<file path="config.mk">
export PLATFORM = sky130hd
export DESIGN_NAME = ictf_back
export DESIGN_NICKNAME = d
export VERILOG_FILES = /design/src/hw/rtl/ictf_pkg.sv /design/src/hw/rtl/ictf_div.sv /design/src/hw/rtl/ictf_cordic.sv /design/src/hw/rtl/ictf_back.sv
export SDC_FILE = /design/constraint.sdc
export NUM_CORES = 2
export LEC_CHECK = 0
export BUFFER_PORTS_ARGS = -buffer_cell sky130_fd_sc_hd__buf_2
export CAP_MARGIN = 20
export CORE_MARGIN = 4
export CORE_UTILIZATION = 40
export DETAILED_ROUTE_END_ITERATION = 10
export REMOVE_ABC_BUFFERS = 1
export SYNTH_ARGS = -nofsm -noshare
export SYNTH_HDL_FRONTEND = slang
export SYNTH_SLANG_ARGS = --single-unit
</file>
<file path="constraint.sdc">
create_clock -name clk_i -period 29.1 [get_ports clk_i]
set_clock_uncertainty 0.1 [all_clocks]
set_input_delay 5.82 -clock clk_i [delete_from_list [all_inputs] [get_ports clk_i]]
set_output_delay 5.82 -clock clk_i [all_outputs]
set_load 0.005 [all_outputs]
</file>
<file path="src/hw/rtl/ictf_pkg.sv">
// ----------------------------------------------------------------------------
// ictf_pkg
// Shared widths, constants, the queue entry type and the arctangent table of
// the complementary tilt filter.
// ----------------------------------------------------------------------------
package ictf_pkg;

  localparam int SMP_W      = 16;
  localparam int ANG_W      = 27;
  localparam int ALPHA_W    = 17;
  localparam int LSB_W      = 16;
  localparam int CFG_IDX_W  = 8;
  localparam int CFG_DATA_W = 17;
  localparam int SQ_W       = 32;
  localparam int MAG_W      = 32;
  localparam int CORD_W     = 28;
  localparam int ZW         = 32;
  localparam int ROOT_W     = 24;
  localparam int NUM_W      = 48;
  localparam int DEN_W      = 36;
  localparam int QUO_W      = 28;
  localparam int QUEUE_DEPTH = 2;

  localparam int CORDIC_ITERATIONS_DEF = 20;

  localparam logic [CFG_IDX_W-1:0] CFG_BLEND_ALPHA = 8'd0;
  localparam logic [CFG_IDX_W-1:0] CFG_GYRO_LSB    = 8'd1;

  localparam logic [ALPHA_W-1:0] ALPHA_ONE   = 17'd65536;
  localparam logic [ALPHA_W-1:0] ALPHA_RESET = 17'd62915;
  localparam logic [LSB_W-1:0]   LSB_RESET   = 16'd131;
  localparam logic [19:0]        US_PER_S    = 20'd1000000;
  localparam logic signed [ZW-1:0] DEG90_Q16 = 32'sd5898240;
  localparam logic signed [ANG_W-1:0] ANG_MAX = 27'sd67108863;
  localparam logic signed [ANG_W-1:0] ANG_MIN = -27'sd67108864;

  typedef struct packed {
    logic signed [SMP_W-1:0] ax;
    logic signed [SMP_W-1:0] ay;
    logic signed [SMP_W-1:0] az;
    logic [SQ_W-1:0]         sq;
    logic [MAG_W-1:0]        mag_p;
    logic                    neg_p;
    logic [MAG_W-1:0]        mag_r;
    logic                    neg_r;
  } item_t;

  // atan(2^-i) in 1/65536 degree
  function automatic logic signed [ZW-1:0] atan_q16(input logic [4:0] i);
    logic signed [ZW-1:0] v;
    case (i)
      5'd0:  v = 32'sd2949120;
      5'd1:  v = 32'sd1740967;
      5'd2:  v = 32'sd919879;
      5'd3:  v = 32'sd466945;
      5'd4:  v = 32'sd234379;
      5'd5:  v = 32'sd117304;
      5'd6:  v = 32'sd58666;
      5'd7:  v = 32'sd29335;
      5'd8:  v = 32'sd14668;
      5'd9:  v = 32'sd7334;
      5'd10: v = 32'sd3667;
      5'd11: v = 32'sd1833;
      5'd12: v = 32'sd917;
      5'd13: v = 32'sd458;
      5'd14: v = 32'sd229;
      5'd15: v = 32'sd115;
      5'd16: v = 32'sd57;
      5'd17: v = 32'sd29;
      5'd18: v = 32'sd14;
      5'd19: v = 32'sd7;
      5'd20: v = 32'sd4;
      5'd21: v = 32'sd2;
      5'd22: v = 32'sd1;
      default: v = 32'sd0;
    endcase
    return v;
  endfunction

endpackage

</file>
<file path="src/hw/rtl/ictf_div.sv">
// ----------------------------------------------------------------------------
// ictf_div
// Restoring divider, one quotient bit per cycle. The caller guarantees that
// the quotient fits in QUO_W bits.
// ----------------------------------------------------------------------------
module ictf_div (
  input  logic                            clk_i,
  input  logic                            rst_ni,
  input  logic                            start_i,
  input  logic [ictf_pkg::NUM_W-1:0]      num_i,
  input  logic [ictf_pkg::DEN_W-1:0]      den_i,
  output logic                            busy_o,
  output logic [ictf_pkg::QUO_W-1:0]      quo_o
);

  localparam int CW = $clog2(ictf_pkg::QUO_W);

  logic [ictf_pkg::DEN_W-1:0] rem_q;
  logic [ictf_pkg::QUO_W-1:0] quo_q;
  logic [CW-1:0]              cnt_q;
  logic                       busy_q;
  logic [ictf_pkg::DEN_W:0]   trial;
  logic                       ge;

  assign trial  = {rem_q, quo_q[ictf_pkg::QUO_W-1]};
  assign ge     = (trial >= {1'b0, den_i});
  assign busy_o = busy_q;
  assign quo_o  = quo_q;

  always_ff @(posedge clk_i or negedge rst_ni) begin
    if (!rst_ni) begin
      busy_q <= 1'b0;
      cnt_q  <= '0;
    end else if (start_i) begin
      busy_q <= 1'b1;
      cnt_q  <= '0;
    end else if (busy_q) begin
      cnt_q <= cnt_q + 1'b1;
      if (cnt_q == CW'(ictf_pkg::QUO_W - 1)) begin
        busy_q <= 1'b0;
      end
    end
  end

  always_ff @(posedge clk_i) begin
    if (start_i) begin
      rem_q <= ictf_pkg::DEN_W'(num_i[ictf_pkg::NUM_W-1:ictf_pkg::QUO_W]);
      quo_q <= num_i[ictf_pkg::QUO_W-1:0];
    end else if (busy_q) begin
      rem_q <= ge ? ictf_pkg::DEN_W'(trial - {1'b0, den_i}) : ictf_pkg::DEN_W'(trial);
      quo_q <= {quo_q[ictf_pkg::QUO_W-2:0], ge};
    end
  end

endmodule

</file>
<file path="src/hw/rtl/ictf_cordic.sv">
// ----------------------------------------------------------------------------
// ictf_cordic
// Iterative vectoring CORDIC giving atan2(y, x) in 1/65536 degree, one
// micro-rotation per cycle.
// ----------------------------------------------------------------------------
module ictf_cordic #(
  parameter int ITER = ictf_pkg::CORDIC_ITERATIONS_DEF
) (
  input  logic                               clk_i,
  input  logic                               rst_ni,
  input  logic                               start_i,
  input  logic signed [ictf_pkg::CORD_W-1:0] x_i,
  input  logic signed [ictf_pkg::CORD_W-1:0] y_i,
  output logic                               busy_o,
  output logic signed [ictf_pkg::ZW-1:0]     z_o
);

  localparam int CW = $clog2(ITER + 1);

  logic signed [ictf_pkg::CORD_W-1:0] x_q, y_q, dx, dy;
  logic signed [ictf_pkg::ZW-1:0]     z_q, step;
  logic [CW-1:0]                      cnt_q;
  logic                               busy_q, zero_q;

  assign dx     = y_q >>> cnt_q;
  assign dy     = x_q >>> cnt_q;
  assign step   = ictf_pkg::atan_q16(5'(cnt_q));
  assign busy_o = busy_q;
  assign z_o    = zero_q ? '0 : z_q;

  always_ff @(posedge clk_i or negedge rst_ni) begin
    if (!rst_ni) begin
      busy_q <= 1'b0;
      cnt_q  <= '0;
    end else if (start_i) begin
      busy_q <= 1'b1;
      cnt_q  <= '0;
    end else if (busy_q) begin
      cnt_q <= cnt_q + 1'b1;
      if (cnt_q == CW'(ITER - 1)) begin
        busy_q <= 1'b0;
      end
    end
  end

  always_ff @(posedge clk_i) begin
    if (start_i) begin
      zero_q <= (x_i == '0) && (y_i == '0);
      // rotate the left half-plane onto the right one first
      if (x_i < 0) begin
        if (y_i >= 0) begin
          x_q <= y_i;
          y_q <= -x_i;
          z_q <= ictf_pkg::DEG90_Q16;
        end else begin
          x_q <= -y_i;
          y_q <= x_i;
          z_q <= -ictf_pkg::DEG90_Q16;
        end
      end else begin
        x_q <= x_i;
        y_q <= y_i;
        z_q <= '0;
      end
    end else if (busy_q) begin
      if (!y_q[ictf_pkg::CORD_W-1]) begin
        x_q <= x_q + dx;
        y_q <= y_q - dy;
        z_q <= z_q + step;
      end else begin
        x_q <= x_q - dx;
        y_q <= y_q + dy;
        z_q <= z_q - step;
      end
    end
  end

endmodule

</file>
<file path="src/hw/rtl/ictf_back.sv">
// ----------------------------------------------------------------------------
// ictf_back
// Back end: square root of the norm, gyro increments and the two CORDIC
// passes, then the blend with the stored estimates and the result register.
// ----------------------------------------------------------------------------
module ictf_back #(
  parameter int CORDIC_ITERATIONS = ictf_pkg::CORDIC_ITERATIONS_DEF
) (
  input  logic                               clk_i,
  input  logic                               rst_ni,
  input  logic [ictf_pkg::ALPHA_W-1:0]       alpha_i,
  input  logic [ictf_pkg::LSB_W-1:0]         lsb_i,
  input  logic                               q_valid_i,
  input  ictf_pkg::item_t                    item_i,
  output logic                               pop_o,
  output logic                               out_valid_o,
  input  logic                               out_stall_i,
  output logic signed [ictf_pkg::ANG_W-1:0]  pitch_angle_o,
  output logic signed [ictf_pkg::ANG_W-1:0]  roll_angle_o
);

  typedef enum logic [2:0] {ST_IDLE, ST_RUN, ST_ROLL, ST_BLEND, ST_OUT} state_e;

  state_e          state_q;
  ictf_pkg::item_t item_q;
  logic [ictf_pkg::DEN_W-1:0] den_q;

  // ---- square root ---------------------------------------------------------
  logic [ictf_pkg::NUM_W-1:0]  sq_n_q;
  logic [27:0]                 sq_rem_q, sq_t, sq_trial;
  logic [ictf_pkg::ROOT_W-1:0] sq_root_q;
  logic [4:0]                  sq_cnt_q;
  logic                        sq_busy_q, sq_ge;

  logic start_run, start_roll, all_idle;
  logic div_p_busy, div_r_busy, cor_busy;
  logic [ictf_pkg::QUO_W-1:0] quo_p, quo_r;
  logic signed [ictf_pkg::ZW-1:0] cor_z;
  logic signed [ictf_pkg::ZW-1:0] acc_p_q;
  logic signed [ictf_pkg::CORD_W-1:0] cor_x, cor_y, ay_s, az_s, ax_s;
  logic [ictf_pkg::NUM_W-1:0] num_p, num_r;

  assign start_run  = (state_q == ST_IDLE) && q_valid_i;
  assign pop_o      = start_run;
  assign all_idle   = !div_p_busy && !div_r_busy && !cor_busy && !sq_busy_q;
  assign start_roll = (state_q == ST_RUN) && all_idle;

  always_ff @(posedge clk_i) begin
    den_q <= ictf_pkg::DEN_W'(lsb_i * ictf_pkg::US_PER_S);
  end

  assign sq_t     = {sq_rem_q[25:0], sq_n_q[ictf_pkg::NUM_W-1 -: 2]};
  assign sq_trial = {2'b00, sq_root_q, 2'b01};
  assign sq_ge    = (sq_t >= sq_trial);

  always_ff @(posedge clk_i or negedge rst_ni) begin
    if (!rst_ni) begin
      sq_busy_q <= 1'b0;
      sq_cnt_q  <= '0;
    end else if (start_run) begin
      sq_busy_q <= 1'b1;
      sq_cnt_q  <= '0;
    end else if (sq_busy_q) begin
      sq_cnt_q <= sq_cnt_q + 1'b1;
      if (sq_cnt_q == 5'(ictf_pkg::ROOT_W - 1)) begin
        sq_busy_q <= 1'b0;
      end
    end
  end

  always_ff @(posedge clk_i) begin
    if (start_run) begin
      sq_n_q    <= {item_i.sq, 16'b0};
      sq_rem_q  <= '0;
      sq_root_q <= '0;
    end else if (sq_busy_q) begin
      sq_n_q    <= {sq_n_q[ictf_pkg::NUM_W-3:0], 2'b00};
      sq_rem_q  <= sq_ge ? sq_t - sq_trial : sq_t;
      sq_root_q <= {sq_root_q[ictf_pkg::ROOT_W-2:0], sq_ge};
    end
  end

  // ---- gyro increments -----------------------------------------------------
  assign num_p = {item_i.mag_p, 16'b0} + ictf_pkg::NUM_W'(den_q >> 1);
  assign num_r = {item_i.mag_r, 16'b0} + ictf_pkg::NUM_W'(den_q >> 1);

  ictf_div u_div_p (
    .clk_i, .rst_ni, .start_i(start_run), .num_i(num_p), .den_i(den_q),
    .busy_o(div_p_busy), .quo_o(quo_p)
  );

  ictf_div u_div_r (
    .clk_i, .rst_ni, .start_i(start_run), .num_i(num_r), .den_i(den_q),
    .busy_o(div_r_busy), .quo_o(quo_r)
  );

  // ---- atan2, pitch first, then roll --------------------------------------
  assign ay_s  = {{(ictf_pkg::CORD_W-24){item_i.ay[15]}}, item_i.ay, 8'b0};
  assign az_s  = {{(ictf_pkg::CORD_W-24){item_i.az[15]}}, item_i.az, 8'b0};
  assign ax_s  = {{(ictf_pkg::CORD_W-24){item_q.ax[15]}}, item_q.ax, 8'b0};
  assign cor_x = start_run ? az_s : ictf_pkg::CORD_W'(sq_root_q);
  assign cor_y = start_run ? ay_s : -ax_s;

  ictf_cordic #(.ITER(CORDIC_ITERATIONS)) u_cordic (
    .clk_i, .rst_ni, .start_i(start_run || start_roll), .x_i(cor_x), .y_i(cor_y),
    .busy_o(cor_busy), .z_o(cor_z)
  );

  // ---- blend ---------------------------------------------------------------
  logic signed [ictf_pkg::ANG_W-1:0] est_p_q, est_r_q;
  logic signed [28:0]  incr_p, incr_r;
  logic signed [32:0]  sum_p, sum_r, op_v;
  logic signed [17:0]  op_w;
  logic [ictf_pkg::ALPHA_W-1:0] beta;
  logic signed [50:0]  mul_q, acc_sum_q;
  logic signed [51:0]  blend_v;
  logic signed [35:0]  blend_sh;
  logic signed [ictf_pkg::ANG_W-1:0] blend_sat;
  logic [2:0]          bl_q;

  assign incr_p = item_q.neg_p ? -29'(quo_p) : 29'(quo_p);
  assign incr_r = item_q.neg_r ? -29'(quo_r) : 29'(quo_r);
  assign sum_p  = 33'(est_p_q) + 33'(incr_p);
  assign sum_r  = 33'(est_r_q) + 33'(incr_r);
  assign beta   = ictf_pkg::ALPHA_ONE - alpha_i;

  always_comb begin
    case (bl_q)
      3'd0:    begin op_w = {1'b0, alpha_i}; op_v = sum_p; end
      3'd1:    begin op_w = {1'b0, beta};    op_v = 33'(acc_p_q); end
      3'd2:    begin op_w = {1'b0, alpha_i}; op_v = sum_r; end
      default: begin op_w = {1'b0, beta};    op_v = 33'(cor_z); end
    endcase
  end

  // round half up, then clamp to +/-1024 degrees
  assign blend_v  = 52'(acc_sum_q) + 52'(mul_q) + 52'sd32768;
  assign blend_sh = 36'(blend_v >>> 16);
  always_comb begin
    if (blend_sh > 36'(ictf_pkg::ANG_MAX)) begin
      blend_sat = ictf_pkg::ANG_MAX;
    end else if (blend_sh < 36'(ictf_pkg::ANG_MIN)) begin
      blend_sat = ictf_pkg::ANG_MIN;
    end else begin
      blend_sat = ictf_pkg::ANG_W'(blend_sh);
    end
  end

  always_ff @(posedge clk_i or negedge rst_ni) begin
    if (!rst_ni) begin
      state_q       <= ST_IDLE;
      out_valid_o   <= 1'b0;
      est_p_q       <= '0;
      est_r_q       <= '0;
      bl_q          <= '0;
      pitch_angle_o <= '0;
      roll_angle_o  <= '0;
    end else begin
      if (out_valid_o && !out_stall_i && state_q != ST_OUT) begin
        out_valid_o <= 1'b0;
      end
      case (state_q)
        ST_IDLE: begin
          if (q_valid_i) begin
            state_q <= ST_RUN;
          end
        end
        ST_RUN: begin
          if (all_idle) begin
            state_q <= ST_ROLL;
          end
        end
        ST_ROLL: begin
          if (!cor_busy) begin
            bl_q    <= '0;
            state_q <= ST_BLEND;
          end
        end
        ST_BLEND: begin
          bl_q <= bl_q + 1'b1;
          if (bl_q == 3'd2) begin
            est_p_q <= blend_sat;
          end
          if (bl_q == 3'd4) begin
            est_r_q <= blend_sat;
            state_q <= ST_OUT;
          end
        end
        ST_OUT: begin
          // hold until the result register is free
          if (!out_valid_o || !out_stall_i) begin
            out_valid_o   <= 1'b1;
            pitch_angle_o <= est_p_q;
            roll_angle_o  <= est_r_q;
            state_q       <= ST_IDLE;
          end
        end
        default: state_q <= ST_IDLE;
      endcase
    end
  end

  always_ff @(posedge clk_i) begin
    if (start_run) begin
      item_q <= item_i;
    end
    if (start_roll) begin
      acc_p_q <= cor_z;
    end
    mul_q <= 51'(op_w * op_v);
    if (bl_q == 3'd1 || bl_q == 3'd3) begin
      acc_sum_q <= mul_q;
    end
  end

endmodule

</file>
==> flow_summary.toml <==
[status]
run_status = "finished clean"

[grt]
grt_first_pass_wirelength_um = 339000
first_global_vias = 57400
grt_overflow_total = 0
initial_antenna_violation_count = 8
grt_start_max_net_pins = 90
grt.total_usage_pct = 23.9

[timing]
fin_crit_ns = 14.66
slew_violations = 0
grt_setup_unrepaired = "no"
final_min_period_over_clock_period_pct = 50.4
setup_tns_ns = 0
achievable-frequency_ghz = 0.0682
setup_viol_count_final = 0
max_slew.worst_pin.slew_ns = 1.13
hold_viol_final = 0
rel_slew_slack_pct = 24.0

[clock_tree]
clk_pin_slew_worst_setup_hold_paths_ns = 0.06
htree_num_levels = 3
cts-resized-gates = 0
tritoncts_num_sinks = 620
clock_tree.root_cell = "clkbuf_16"
post_cts.repair.setup_buffers = 0
numCtsBuffers = 79
clkLatencyLatePin_ns = 0.70
post_cts_hold_buffer_count = 0
cts_tree = "built"
max-clock-path-buffers = 3

[run]
maximum_capacitance_violations = 0

[floorplanning]
std_cell_rows = 153
chipWidth_um = 426
io_pins = 239
core_region_area_mm2 = 0.174
chipHeight_um = 426
fp.dieArea_mm2 = 0.182
floorplan.initialDensity_pct = 40.2

[setup_path]
slowest_stage = "o21ai_0"
cpPeakStageDelay_ns = 0.72
timing.critical_path.fanout_max = 28
critical_path_required_ns = 29.57
timing.critical_path.from = "alpha_i[0]"
worst_setup_path_end_kind = "register"
arrival_time_of_the_worst_setup_path_ns = 15.13
reg2reg_from = "u_div_r.quo_o[3]"
cp-start-kind = "input port"
timing.setup.critical_path_class = "input port to register"

[logic_synthesis]
yosys.cell_count.top_type = "inv_1"
ff_latch_count_synth = 620
synth_largest_area_cell = "fa_1"
post-synth-top-area-fraction_pct = 16.9
synthesized_area_mm2 = 0.0699
synth.avg_cell_area_um2 = 8.91
synthCells = 7851
synth-seq-area-share_pct = 23.3
synth_top_flop_cell = "edfxtp_1"
synth.yosys.warnings = 0
synth_common_cells = "inv_1, nand2_1, nor2_1, ha_1, fa_1"
ys_top_cells_by_area = "fa_1, edfxtp_1, ha_1"
asyncSetResetFlopFracSynth_pct = 22.4
synth.lib_cells_used.distinct = 105
number_of_flops_mapped_to_enable_cells_by_yosys = 318

[routing]
drtAntennaViolNets = 0
drt-wirelength-per-cell_um = 21.1
remaining_routing_drc_violations = 0
num_vias = 57600
first_pass_iters = 6
detail_route.iter0.violations = 4409
totalWireLength_um = 219000
avgViaCountPerCell = 5.56

[hold_path]
hold_class = "register to register"
hp-start = "mul_q[15]"

[layout]
post_route_cells_drive_above_1_share_pct = 8.99
final-instance-count-excl-fill = 10400
finish.utilization_pct = 44.1
areaGrowthSynthToFinish_pct = 9.55
final_net_count = 9367

[place]
port_buffers = 238
place_congestion = 0.949
placedCellCount = 10200
dp_hpwl_um = 170000
-- final cells by class --
| type | count | area, µm² |
|---|---|---|
| antenna | 5 | 12.5 |
| clock buffer | 108 | 2260 |
| clock inverter | 40 | 477 |
| fill | 17100 | 97200 |
| inverter | 916 | 3450 |
| multi-input combinational | 6011 | 49100 |
| sequential | 620 | 16300 |
| tap | 2325 | 2910 |
| timing repair buffer | 350 | 2090 |
-- stage by stage --
step | hold WS, ns | worst slack [ns] | instance area, µm²
3_3_place_gp | 0.319 | 13.81 | 73800
3_5_place_dp | 0.323 | 13.79 | 73800
2_1_floorplan | 0.308 | 8.70 | 68600
6_report | 0.334 | 14.44 | 76600
4_1_cts | 0.336 | 14.52 | 76600
5_1_grt | 0.350 | 13.92 | 76600
-- sequential cells by signal, summed over array words and instances (netlist names), 30 cells and up --
signal         cells
sq_n_q            32
acc_p_q           32
mul_q             51
u_cordic.z_q      32
den_q             30
u_div_r.rem_q     36
acc_sum_q         51
u_div_p.rem_q     36
-- kinds of logic (layout without fill, tap and decap cells) --
family / after synthesis / after routing / share of synthesized area (%)
AND/OR/NAND/NOR: 2334 / 2334 / 15.3
adder cells (fa/ha/maj): 1206 / 1206 / 27.9
AO/OA/AOI/OAI: 1698 / 1698 / 15.2
buffers and inverters: 1220 / 1414 / 6.79
multiplexers: 244 / 244 / 4.94
flip-flops: 620 / 620 / 23.3
XOR/XNOR: 529 / 529 / 6.63
other: 0 / 5 / 0
-- final timing paths --
check / end / slack (ns) / depth (start not counted)
max: mul_q[50] / 14.44 / 30
min: acc_sum_q[15] / 0.33 / 0
max reg2reg: mul_q[49] / 16.62 / 44
min reg2reg: acc_sum_q[15] / 0.33 / 0
max in group asynchronous: pitch_angle_o[23] / 22.47 / 2
min in group asynchronous: u_div_p.cnt_q[0] / 5.08 / 1
-- routing by layer --
metal / global-route usage (%) / share of wire (%) / up-vias
li1: - / - / 27100
met1: 31.9 / 43 / 28400
met2: 39.3 / 47 / 1857
met3: 3.13 / 5.9 / 358
met4: 9.25 / 4.3 / 2
met5: 0 / 0.0059 / -
-- critical path, delay by kind of cell --
family                     cells  cell delay (ns)
xor gates and xnor gates       2             0.28
buffers and inverters          8             1.68
AOI/OAI and AO/OA              6             2.49
and+or+nand+nor                6             0.98
adders and majority gates      8             3.85
-- layout by cell type (no fill, tap or decap), types with 201 or more instances in the layout --
cell type  instances
nand2_1          869
o21ai_0          388
buf_2            237
fa_1             589
ha_1             617
inv_1            907
xor2_1           201
xnor2_1          318
edfxtp_1         318
a21oi_1          537
nor2_1           675
Power is not shown: default switching activity piles up to over one toggle a cycle in this logic, so the estimate is an artifact.
