[src/hw/rtl/ictf_pkg.sv]
// ----------------------------------------------------------------------------
// ictf_pkg
// Shared widths, constants, the queue entry type and the arctangent table of
// the complementary tilt filter.
// ----------------------------------------------------------------------------
package ictf_pkg;

  localparam int SMP_W      = 16;
  localparam int ANG_W      = 27;
  localparam int ALPHA_W    = 17;
  localparam int LSB_W      = 16;
  localparam int CFG_IDX_W  = 8;
  localparam int CFG_DATA_W = 17;
  localparam int SQ_W       = 32;
  localparam int MAG_W      = 32;
  localparam int CORD_W     = 28;
  localparam int ZW         = 32;
  localparam int ROOT_W     = 24;
  localparam int NUM_W      = 48;
  localparam int DEN_W      = 36;
  localparam int QUO_W      = 28;
  localparam int QUEUE_DEPTH = 2;

  localparam int CORDIC_ITERATIONS_DEF = 20;

  localparam logic [CFG_IDX_W-1:0] CFG_BLEND_ALPHA = 8'd0;
  localparam logic [CFG_IDX_W-1:0] CFG_GYRO_LSB    = 8'd1;

  localparam logic [ALPHA_W-1:0] ALPHA_ONE   = 17'd65536;
  localparam logic [ALPHA_W-1:0] ALPHA_RESET = 17'd62915;
  localparam logic [LSB_W-1:0]   LSB_RESET   = 16'd131;
  localparam logic [19:0]        US_PER_S    = 20'd1000000;
  localparam logic signed [ZW-1:0] DEG90_Q16 = 32'sd5898240;
  localparam logic signed [ANG_W-1:0] ANG_MAX = 27'sd67108863;
  localparam logic signed [ANG_W-1:0] ANG_MIN = -27'sd67108864;

  typedef struct packed {
    logic signed [SMP_W-1:0] ax;
    logic signed [SMP_W-1:0] ay;
    logic signed [SMP_W-1:0] az;
    logic [SQ_W-1:0]         sq;
    logic [MAG_W-1:0]        mag_p;
    logic                    neg_p;
    logic [MAG_W-1:0]        mag_r;
    logic                    neg_r;
  } item_t;

  // atan(2^-i) in 1/65536 degree
  function automatic logic signed [ZW-1:0] atan_q16(input logic [4:0] i);
    logic signed [ZW-1:0] v;
    case (i)
      5'd0:  v = 32'sd2949120;
      5'd1:  v = 32'sd1740967;
      5'd2:  v = 32'sd919879;
      5'd3:  v = 32'sd466945;
      5'd4:  v = 32'sd234379;
      5'd5:  v = 32'sd117304;
      5'd6:  v = 32'sd58666;
      5'd7:  v = 32'sd29335;
      5'd8:  v = 32'sd14668;
      5'd9:  v = 32'sd7334;
      5'd10: v = 32'sd3667;
      5'd11: v = 32'sd1833;
      5'd12: v = 32'sd917;
      5'd13: v = 32'sd458;
      5'd14: v = 32'sd229;
      5'd15: v = 32'sd115;
      5'd16: v = 32'sd57;
      5'd17: v = 32'sd29;
      5'd18: v = 32'sd14;
      5'd19: v = 32'sd7;
      5'd20: v = 32'sd4;
      5'd21: v = 32'sd2;
      5'd22: v = 32'sd1;
      default: v = 32'sd0;
    endcase
    return v;
  endfunction

endpackage

[src/hw/rtl/ictf_queue.sv]
// ----------------------------------------------------------------------------
// ictf_queue
// Short FIFO between the front and the back end.
// ----------------------------------------------------------------------------
module ictf_queue (
  input  logic            clk_i,
  input  logic            rst_ni,
  input  logic            push_i,
  input  ictf_pkg::item_t item_i,
  output logic            full_o,
  input  logic            pop_i,
  output logic            valid_o,
  output ictf_pkg::item_t item_o
);

  localparam int PW = (ictf_pkg::QUEUE_DEPTH > 1) ? $clog2(ictf_pkg::QUEUE_DEPTH) : 1;
  localparam int CW = $clog2(ictf_pkg::QUEUE_DEPTH + 1);

  ictf_pkg::item_t entry_q [ictf_pkg::QUEUE_DEPTH];
  logic [PW-1:0]   wr_q, rd_q;
  logic [CW-1:0]   cnt_q;

  assign full_o  = (cnt_q == CW'(ictf_pkg::QUEUE_DEPTH));
  assign valid_o = (cnt_q != '0);
  assign item_o  = entry_q[rd_q];

  always_ff @(posedge clk_i or negedge rst_ni) begin
    if (!rst_ni) begin
      wr_q  <= '0;
      rd_q  <= '0;
      cnt_q <= '0;
    end else begin
      if (push_i) begin
        wr_q <= (wr_q == PW'(ictf_pkg::QUEUE_DEPTH - 1)) ? '0 : wr_q + 1'b1;
      end
      if (pop_i) begin
        rd_q <= (rd_q == PW'(ictf_pkg::QUEUE_DEPTH - 1)) ? '0 : rd_q + 1'b1;
      end
      if (push_i && !pop_i) begin
        cnt_q <= cnt_q + 1'b1;
      end else if (pop_i && !push_i) begin
        cnt_q <= cnt_q - 1'b1;
      end
    end
  end

  always_ff @(posedge clk_i) begin
    if (push_i) begin
      entry_q[wr_q] <= item_i;
    end
  end

endmodule

[config.mk]
export PLATFORM = sky130hd
export DESIGN_NAME = ictf_queue
export DESIGN_NICKNAME = d
export VERILOG_FILES = /design/src/hw/rtl/ictf_pkg.sv /design/src/hw/rtl/ictf_queue.sv
export SDC_FILE = /design/constraint.sdc
export NUM_CORES = 1
export LEC_CHECK = 0
export BUFFER_PORTS_ARGS = -buffer_cell sky130_fd_sc_hd__buf_2
export CORE_ASPECT_RATIO = 2
export CORE_UTILIZATION = 55
export CTS_BUF_LIST = sky130_fd_sc_hd__clkbuf_4 sky130_fd_sc_hd__clkbuf_8 sky130_fd_sc_hd__clkbuf_16
export CTS_CLUSTER_DIAMETER = 150
export DETAILED_ROUTE_END_ITERATION = 7
export HOLD_SLACK_MARGIN = 0.06
export PLACE_DENSITY = 0.94
export SLEW_MARGIN = 20
export SYNTH_ARGS = -nofsm -noshare
export SYNTH_HDL_FRONTEND = slang
export SYNTH_SLANG_ARGS = --single-unit
[constraint.sdc]
create_clock -name clk_i -period 12.55 [get_ports clk_i]
set_input_delay 3.765 -clock clk_i [delete_from_list [all_inputs] [get_ports clk_i]]
set_output_delay 3.765 -clock clk_i [all_outputs]
set_load 0.01 [all_outputs]
==> results.json, run 1 <==
{
  "status": "finished clean",
  "hp-start": "cnt_q[1]",
  "reg2reg_depth": 3,
  "coreArea_sq_um": 19300,
  "fin_util": 0.691,
  "routed_wl_mm": 21.5,
  "drv_cap": 0,
  "port-buffer-count": 297,
  "grt_max_degree": 84,
  "first_iter_violations": 192,
  "seq_area_frac_synth": 0.823,
  "clock_sinks": 296,
  "path_clk_slew_ns": 0.07,
  "cp_max_fo": 59,
  "grt_setup_unrepaired": "no",
  "dr_total_vias": 5525,
  "critPathKind": "register to output pin",
  "whs_endpoint": "cnt_q[1]",
  "cts_buffer_depth": 3,
  "synth_warnings": 0,
  "die_w_microns": 101,
  "cts_resized": 0,
  "synth_top_family_by_area": "multiplexers",
  "fin_crit_ns": 6.27,
  "finalSetupViolations": 0,
  "p_leak_uw": 0.00501,
  "hold_class": "register to register",
  "drv_slew": 0,
  "synth_fa_ha_area_frac": 0.00116,
  "place_area_sq_um": 12500,
  "gp_congestion": 0.762,
  "syn_area_per_cell_sq_um": 22.9,
  "yosysUniqueCellTypes": 13,
  "cts-root-buf": "clkbuf_16",
  "rows": 72,
  "cts_setup_buffers": 0,
  "synth_nets": 621,
  "skew_ns": 0.0112,
  "critical_path_required_ns": 8.78,
  "rrSetupSlack_ns": 10.28,
  "drc": 0,
  "wl_per_cell_microns": 20.2,
  "final_common_cell": "buf_2",
  "regToRegEndpoint": "entry_q[0][123]",
  "slew_headroom": 0.428,
  "r2r_start": "wr_q",
  "insertion_delay_ns": 0.52,
  "track_usage": 0.205,
  "yosys_register_bits": 296,
  "htree_num_levels": 1,
  "nets": 935,
  "fin_tns_setup_ns": 0,
  "syn_area_sq_um": 10800,
  "grt_pass1_wl_mm": 30.2,
  "start_kind": "register",
  "final-instance-count-excl-fill": 1067,
  "synth_compound_area_frac": 0,
  "power.density_nw_per_um2": 222,
  "crit_arrival_ns": 2.50,
  "holdWs_ns": 0.490,
  "cts_hold_buf": 0,
  "io_pins": 298,
  "first_pass_iters": 4,
  "max-vdd-ir-drop_v": 0.000158,
  "stdcell_area_sq_um": 13300,
  "ant_nets": 0,
  "worstMarginPinSlew_ns": 0.859,
  "place_inst": 1016,
  "drive_gt1_frac": 0.615,
  "final_hold_viol_count": 0,
  "start_util": 0.559,
  "die_area_sq_um": 20200,
  "antenna_found_initial": 9,
  "yosys.area_share.simple": 0.00267,
  "first_global_vias": 5821,
  "cts_tree": "yes",
  "die_h_microns": 200,
  "final.period_utilization": 0.499,
  "cts_made_buffers": 24,
  "critical_path.endpoint_type": "output pin",
  "synth_mux_area_frac": 0.153,
  "timing.fmax_mhz": 160,
  "post-dp-hpwl_mm": 14.6,
  "holdPathStages": 1,
  "viasPerCell": 5.18,
  "overflow": 0,
  "most-common-layout-cells": "buf_2 (297), edfxtp_1 (292), mux2_2 (146)",
  "synth_xor_area_frac": 0.00406,
  "area_delta_synth_final_pct": 23.6,
  "synthCells": 470
}
[sequential cells by signal (all words and copies together) (netlist names)]
signal	cells
entry_q	292
cnt_q	2
rd_q	1
wr_q	1
[cell type report]
cell class / count / area [sq um]
clock buffers: 31 / 683
diodes: 6 / 15.0
clock inverters: 13 / 118
multi-input cells: 157 / 1740
repair buffers: 304 / 1560
well taps: 259 / 324
flip-flops and latches: 296 / 8870
fillers: 1272 / 5960
inverters: 1 / 3.75
[worst max path at each step]
stage          startpoint         endpoint  slack [ns]  depth (start not counted)
6_report             rd_q       item_o[86]        6.28                          3
5_1_grt              rd_q       item_o[39]        6.18                          3
4_1_cts              rd_q       item_o[30]        6.25                          3
3_5_place_dp       push_i  entry_q[1][101]        6.42                          3
3_3_place_gp       push_i   entry_q[1][96]        6.43                          3
2_1_floorplan      push_i    entry_q[0][0]        1.80                          1
[logic make-up after synthesis]
group | after synthesis
xor gates and xnor gates | 5
DFF | 296
muxes | 146
adders and majority gates | 1
buffers and inverters | 17
and+or+nand+nor | 5
[synthesized netlist by cell type]
| library cell | number | area share |
|---|---|---|
| mux2_2 | 146 | 0.15 |
| or2_2 | 1 | 0.00058 |
| buf_6 | 15 | 0.016 |
| buf_2 | 1 | 0.00046 |
| dfrtp_1 | 4 | 0.0093 |
| xor2_1 | 4 | 0.0033 |
| and2_1 | 1 | 0.00058 |
| edfxtp_1 | 292 | 0.81 |
| inv_1 | 1 | 0.00035 |
| xnor2_1 | 1 | 0.00081 |
| nor2_1 | 1 | 0.00035 |
| ha_1 | 1 | 0.0012 |
| nor2b_1 | 2 | 0.0012 |
[critical path, cell delays in order, from the launching register on]
cell	delay, ns
dfrtp_4	0.66
buf_4	0.68
mux2_2	0.42
buf_2	0.15
[stage by stage]
| step | power [uW] | setup slack, ns |
|---|---|---|
| after floorplan | 1970 | 1.80 |
| after global routing | 3080 | 6.18 |
| after global placement | 2200 | 6.43 |
| after CTS | 2990 | 6.25 |
| after detailed placement | 2230 | 6.42 |
| final | 2960 | 6.28 |
[per-layer routing]
| metal | wire (microns) | vias up | global-route usage |
|---|---|---|---|
| li1 | - | 2513 | - |
| met1 | 6960 | 2719 | 0.196 |
| met2 | 12100 | 217 | 0.391 |
| met3 | 1330 | 68 | 0.0505 |
| met4 | 1030 | 8 | 0.113 |
| met5 | 61 | - | 0 |
[where the power goes]
group / internal, uW / switching (uW) / total, uW
combinational: 380 / 454 / 834
clock: 427 / 326 / 753
sequential: 1310 / 61.1 / 1370
total: 2120 / 841 / 2960
(Power assumes the default switching activity.)
==> inputs of run 2 (changes only) <==
ABC_AREA = 1   (was default)
CORE_UTILIZATION = 52   (was 55)
PLACE_DENSITY = 0.9   (was 0.94)
clock period = 5.8 ns   (was 12.55 ns; I/O delays follow)
==> run 2 against run 1 <==
- non-clock buffer count decreased by 2
- cell count increased by 0.94%
- design area decreased by 0.46%
- worst hold slack improved by 0.00054 ns
- combinational power increased by 110%
- synthesized cell count increased by 1.9%
- count of clock-buffer cells in the layout decreased by 1
- global-route usage decreased by 1.4 points
- clock skew increased by 0.0018 ns
- power increased by 110%
- register-to-register slack got worse by 6.5 ns
- routed wire length decreased by 1.1%
- largest cell class unchanged
- highest routed layer is now met4
==> results.json, run 2 <==
{
  "status": "finished clean",
  "syn_area_sq_um": 10800,
  "synth_warnings": 0,
  "cts_setup_buffers": 0,
  "grt_max_degree": 147,
  "most-common-layout-cells": "buf_2 (297), edfxtp_1 (292), mux2_2 (146)",
  "fin_tns_setup_ns": 0,
  "slew_headroom": 0.362,
  "seqCellArea_sq_um": 8870,
  "final_hold_viol_count": 0,
  "overflow": 0,
  "max-vdd-ir-drop_v": 0.000313,
  "track_usage": 0.191,
  "first_global_vias": 5779,
  "drive_gt1_frac": 0.600,
  "finalSetupViolations": 0,
  "final-instance-count-excl-fill": 1077,
  "cts_buffer_depth": 3,
  "synth_most_common_cell": "edfxtp_1",
  "syn_area_per_cell_sq_um": 22.5,
  "yosysUniqueCellTypes": 13,
  "grt_pass1_wl_mm": 30.7,
  "p_comb_frac": 0.281,
  "rrSetupSlack_ns": 3.73,
  "antenna_found_initial": 4,
  "clock_power_share": 0.241,
  "synth_top_family_by_area": "multiplexers",
  "multi_input_area_sq_um": 1730,
  "finalWorstSetupSlack_ns": 1.57,
  "ant_nets": 0,
  "synth_area_leader_cell": "edfxtp_1",
  "fin_crit_ns": 4.23,
  "path_cells": "buf_4 -> mux2_2 -> buf_2",
  "synth_nets": 630,
  "drv_slew": 0,
  "cp_max_fo": 52,
  "crit_family": "flip-flops",
  "gp_congestion": 0.796,
  "io_pins": 298,
  "critical_path_required_ns": 4.06,
  "rows": 74,
  "die_w_microns": 104,
  "first_iter_violations": 328,
  "drc": 0,
  "start_kind": "register",
  "slowest_delay_ns": 0.88,
  "routed_wl_mm": 21.3,
  "crit_slowest_cell": "dfrtp_4",
  "cts_resized": 0,
  "drv_cap": 0,
  "coreArea_sq_um": 20400,
  "largest_reg_flops": 292,
  "largest_register": "entry_q",
  "die_h_microns": 206,
  "synth_top_flop_cell": "edfxtp_1",
  "timing.fmax_mhz": 237,
  "insertion_delay_ns": 0.51,
  "cts_tree": "yes",
  "seqPwrFrac": 0.478,
  "synth_mux_area_frac": 0.152,
  "post-dp-hpwl_mm": 14.2,
  "critical_path.endpoint_type": "output pin",
  "wl_per_cell_microns": 19.8,
  "hold_class": "register to register",
  "holdWs_ns": 0.491,
  "path_buf_inv": 2,
  "p_int_uw": 4510,
  "synth_area_leaders": "edfxtp_1 (81%), mux2_2 (15%), buf_6 (1.6%), dfrtp_1 (0.93%), inv_1 (0.24%)",
  "port-buffer-count": 297,
  "final_common_cell": "buf_2",
  "reg_top3": "entry_q: 292 flops, cnt_q: 2 flops",
  "area_delta_synth_final_pct": 22.8,
  "synth_common_cells": "edfxtp_1 (292), mux2_2 (146), buf_6 (15), inv_1 (7), nand2_1 (6)",
  "p_total_uw": 6290,
  "first_pass_iters": 5,
  "synth_compound_area_frac": 0,
  "dp_slack_ns": 2.11,
  "synth-edff-count": 292,
  "grt_setup_unrepaired": "no",
  "switching_share": 0.283,
  "final.period_utilization": 0.729,
  "fill_cells": 1346,
  "htree_num_levels": 1,
  "clock_sinks": 296,
  "p_switching_uw": 1780,
  "synthCells": 479,
  "seq_area_frac_synth": 0.822,
  "skew_ns": 0.0130,
  "yosys_register_bits": 296,
  "nets": 941,
  "path_clk_slew_ns": 0.07,
  "die_area_sq_um": 21400,
  "cts_hold_buf": 0,
  "synth_top_area_frac": 0.812,
  "synth_xor_area_frac": 0.00243,
  "synth_fa_ha_area_frac": 0.00116,
  "start_util": 0.530,
  "p_leak_uw": 0.00500,
  "cts-root-buf": "clkbuf_16",
  "yosys.area_share.simple": 0.00383,
  "viasPerCell": 5.16,
  "place_inst": 1031,
  "dr_total_vias": 5559,
  "ys_async_sr_fraction": 0.0135,
  "critPathKind": "register to output pin",
  "cts_made_buffers": 23,
  "crit_arrival_ns": 2.49,
  "worstMarginPinSlew_ns": 0.956,
  "power.density_nw_per_um2": 475
}
## run 2: changes by cell type in the layout (fill, tap and decap cells not counted), moves of 2 or more
cell        delta
buf_12         +2
buf_4          -3
clkbuf_16      -2
clkbuf_4       +3
clkbuf_8       -2
clkinv_1       +3
clkinv_2       -2
clkinvlp_4     -2
inv_1          +5
nand2_1        +6
xor2_1         -2
## run 2: cell families after synthesis
family                     Yosys count
xor gates and xnor gates             3
adders and majority gates            1
buffers and inverters               23
DFF                                296
muxes                              146
and+or+nand+nor                     10
## run 2: power by group through the flow
stage	clock, uW	sequential, uW	combinational (uW)
floorplan	0	2980	1240
global placement	0	3040	1740
detailed placement	0	3060	1770
CTS	1550	3010	1780
global route	1610	3050	1880
finish	1520	3010	1770
## run 2: layout make-up
cell class / instances / share of cell area
tap: 266 / 0.0251
timing repair buffer: 302 / 0.117
sequential: 296 / 0.669
clock buffer: 30 / 0.0474
inverter: 7 / 0.00236
multi-input combinational: 160 / 0.131
clock inverter: 11 / 0.00718
antenna: 5 / 0.000944
## run 2: final timing paths
kind,startpoint,endpoint,cells after the start
hold reg to reg,cnt_q[1],cnt_q[1],2
setup / recovery,rd_q,item_o[74],3
min in group asynchronous,rst_ni,rd_q,1
max in group asynchronous,rst_ni,rd_q,1
setup reg to reg,wr_q,entry_q[1][57],3
hold / removal,cnt_q[1],cnt_q[1],2
## run 2: routing by layer
layer / GRT usage / vias to the layer above / wire length [microns]
met5: 0 / - / 0
met1: 0.185 / 2733 / 6980
li1: - / 2526 / -
met4: 0.117 / 0 / 1010
met3: 0.0323 / 62 / 1040
met2: 0.371 / 238 / 12300
## run 2: worst min-delay path: cells and delay by family (launching register included)
kind	cells	cell delay [ns]
flops	1	0.36
simple gates	2	0.11
## run 2: through the flow
step / area (sq um) / util
floorplan: 10800 / -
global placement: 12500 / 0.614
detailed placement: 12500 / 0.614
CTS: 13200 / 0.650
global route: 13200 / 0.650
finish: 13300 / 0.651
==> inputs of run 3 (changes only) <==
CORE_UTILIZATION = 47   (was 52)
PLACE_DENSITY = 0.87   (was 0.9)
clock period = 3.64 ns   (was 5.8 ns; I/O delays follow)
==> run 3 against run 2 <==
- clock skew increased by 0.0033 ns
- design area increased by 1.5%
- cell count rose by 2.0%
- critical path depth did not move
- sequential power is 58% higher
- non-clock buffer count grew 2
- combinational power increased by 66%
- clock power increased by 72%
- first-iteration DRC count decreased by 3.0%
- power grew 63%
- worst setup slack worse by 1.2 ns
- largest power group unchanged
==> results.json, run 3 (same netlist as run 2, synthesis figures left out) <==
{
  "status": "finished clean",
  "die_w_microns": 109,
  "largest_reg_flops": 292,
  "coreArea_sq_um": 22600,
  "first_iter_violations": 318,
  "multi_input_area_sq_um": 1750,
  "power.density_nw_per_um2": 764,
  "cts_resized": 0,
  "finalSetupViolations": 0,
  "slew_headroom": 0.479,
  "finalWorstSetupSlack_ns": 0.422,
  "drv_slew": 0,
  "rows": 78,
  "critical_path_required_ns": 2.55,
  "reg_top3": "entry_q: 292 flops, cnt_q: 2 flops",
  "final_common_cell": "buf_2",
  "regToRegEndpoint": "entry_q[1][59]",
  "clock_power_share": 0.254,
  "drive_gt1_frac": 0.609,
  "viasPerCell": 5.02,
  "critical_path.endpoint_type": "output pin",
  "rrSetupSlack_ns": 1.94,
  "max-vdd-ir-drop_v": 0.000479,
  "area_delta_synth_final_pct": 24.7,
  "critPathKind": "register to output pin",
  "start_util": 0.477,
  "first_global_vias": 5980,
  "io_pins": 298,
  "drc": 0,
  "start_kind": "register",
  "wl_per_cell_microns": 19.3,
  "ant_nets": 0,
  "cts_tree": "yes",
  "cts-root-buf": "clkbuf_16",
  "p_switching_uw": 2940,
  "post-dp-hpwl_mm": 14.6,
  "antenna_found_initial": 13,
  "port-buffer-count": 297,
  "nets": 946,
  "final-instance-count-excl-fill": 1099,
  "cp-endpoint": "item_o[136]",
  "cts_hold_buf": 0,
  "gp_congestion": 0.787,
  "seqPwrFrac": 0.462,
  "dp_slack_ns": 0.954,
  "place_inst": 1047,
  "timing.fmax_mhz": 311,
  "die_h_microns": 216,
  "switching_share": 0.286,
  "final.period_utilization": 0.884,
  "cts_made_buffers": 26,
  "skew_ns": 0.0164,
  "p_comb_frac": 0.285,
  "r2r_start": "wr_q",
  "track_usage": 0.177,
  "worstMarginPinSlew_ns": 0.781,
  "clock_sinks": 296,
  "critical_path.startpoint": "rd_q",
  "final_hold_viol_count": 0,
  "most-common-layout-cells": "buf_2 (297), edfxtp_1 (292), mux2_2 (146)",
  "fin_crit_ns": 3.22,
  "largest_register": "entry_q",
  "seqCellArea_sq_um": 8870,
  "cts_buffer_depth": 3,
  "p_leak_uw": 0.00506,
  "grt_setup_unrepaired": "no",
  "dr_total_vias": 5518,
  "fill_cells": 1675,
  "htree_num_levels": 1,
  "hold_class": "primary input to asynchronous set/reset pin",
  "die_area_sq_um": 23600,
  "cp_max_fo": 46,
  "overflow": 0,
  "crit_arrival_ns": 2.13,
  "insertion_delay_ns": 0.53,
  "cts_setup_buffers": 0,
  "grt_pass1_wl_mm": 30.7,
  "routed_wl_mm": 21.2,
  "first_pass_iters": 4,
  "path_clk_slew_ns": 0.07,
  "reg2reg_depth": 3,
  "p_int_uw": 7340,
  "drv_cap": 0,
  "grt_max_degree": 89
}
[run 3: cell types whose count changed in the layout (fill, tap and decap cells not counted), sizes merged]
cell,change
clkinv,+2
clkbuf,+1
bufinv,-1
clkinvlp,+4
buf,+2
[run 3: power groups by stage]
stage / Clock, uW / Combinational [uW] / Sequential [uW]
5_1_grt: 2790 / 3130 / 4810
6_report: 2610 / 2930 / 4750
3_5_place_dp: 0 / 2960 / 4830
3_3_place_gp: 0 / 2910 / 4780
2_1_floorplan: 0 / 1980 / 4740
4_1_cts: 2670 / 2970 / 4760
[run 3: worst max-delay path, cell delays in order, from the launching register on]
cell and delay, ns:
dfrtp_4 0.72, buf_12 0.30, mux2_2 0.39, buf_2 0.14
[run 3: how the worst min path moves through the flow]
| stage | start | end | depth (start not counted) |
|---|---|---|---|
| finish | rst_ni | cnt_q[1] | 1 |
| global route | rst_ni | cnt_q[1] | 1 |
| CTS | rst_ni | cnt_q[1] | 1 |
| detailed placement | cnt_q[1] | cnt_q[1] | 2 |
| global placement | cnt_q[1] | cnt_q[1] | 2 |
| floorplan | cnt_q[1] | cnt_q[1] | 2 |
[run 3: routing by layer]
layer	global-route usage	up-vias	part of all wire
met5	0	-	0.0033
met4	0.0968	12	0.044
met3	0.0496	61	0.074
met2	0.325	210	0.56
met1	0.171	2700	0.32
li1	-	2535	-
[run 3: final cells by class]
class,count,share of cell area
Antenna cell,5,0.000930
Clock inverter,16,0.00837
Inverter,7,0.00316
Timing Repair Buffer,304,0.120
Tap cell,280,0.0260
Multi-Input combinational cell,160,0.130
Sequential cell,296,0.659
Clock buffer,31,0.0524
[run 3: per-stage QoR]
stage | hold WS [ns] | instance area [sq um] | setup TNS [ns] | utilization | power, uW
floorplan | 0.442 | 10800 | -12.45 | - | 6720
CTS | 0.336 | 13400 | 0 | 0.594 | 10400
global route | 0.342 | 13500 | 0 | 0.594 | 10700
detailed placement | 0.467 | 12600 | 0 | 0.558 | 7780
global placement | 0.454 | 12600 | 0 | 0.558 | 7690
finish | 0.364 | 13500 | 0 | 0.594 | 10300
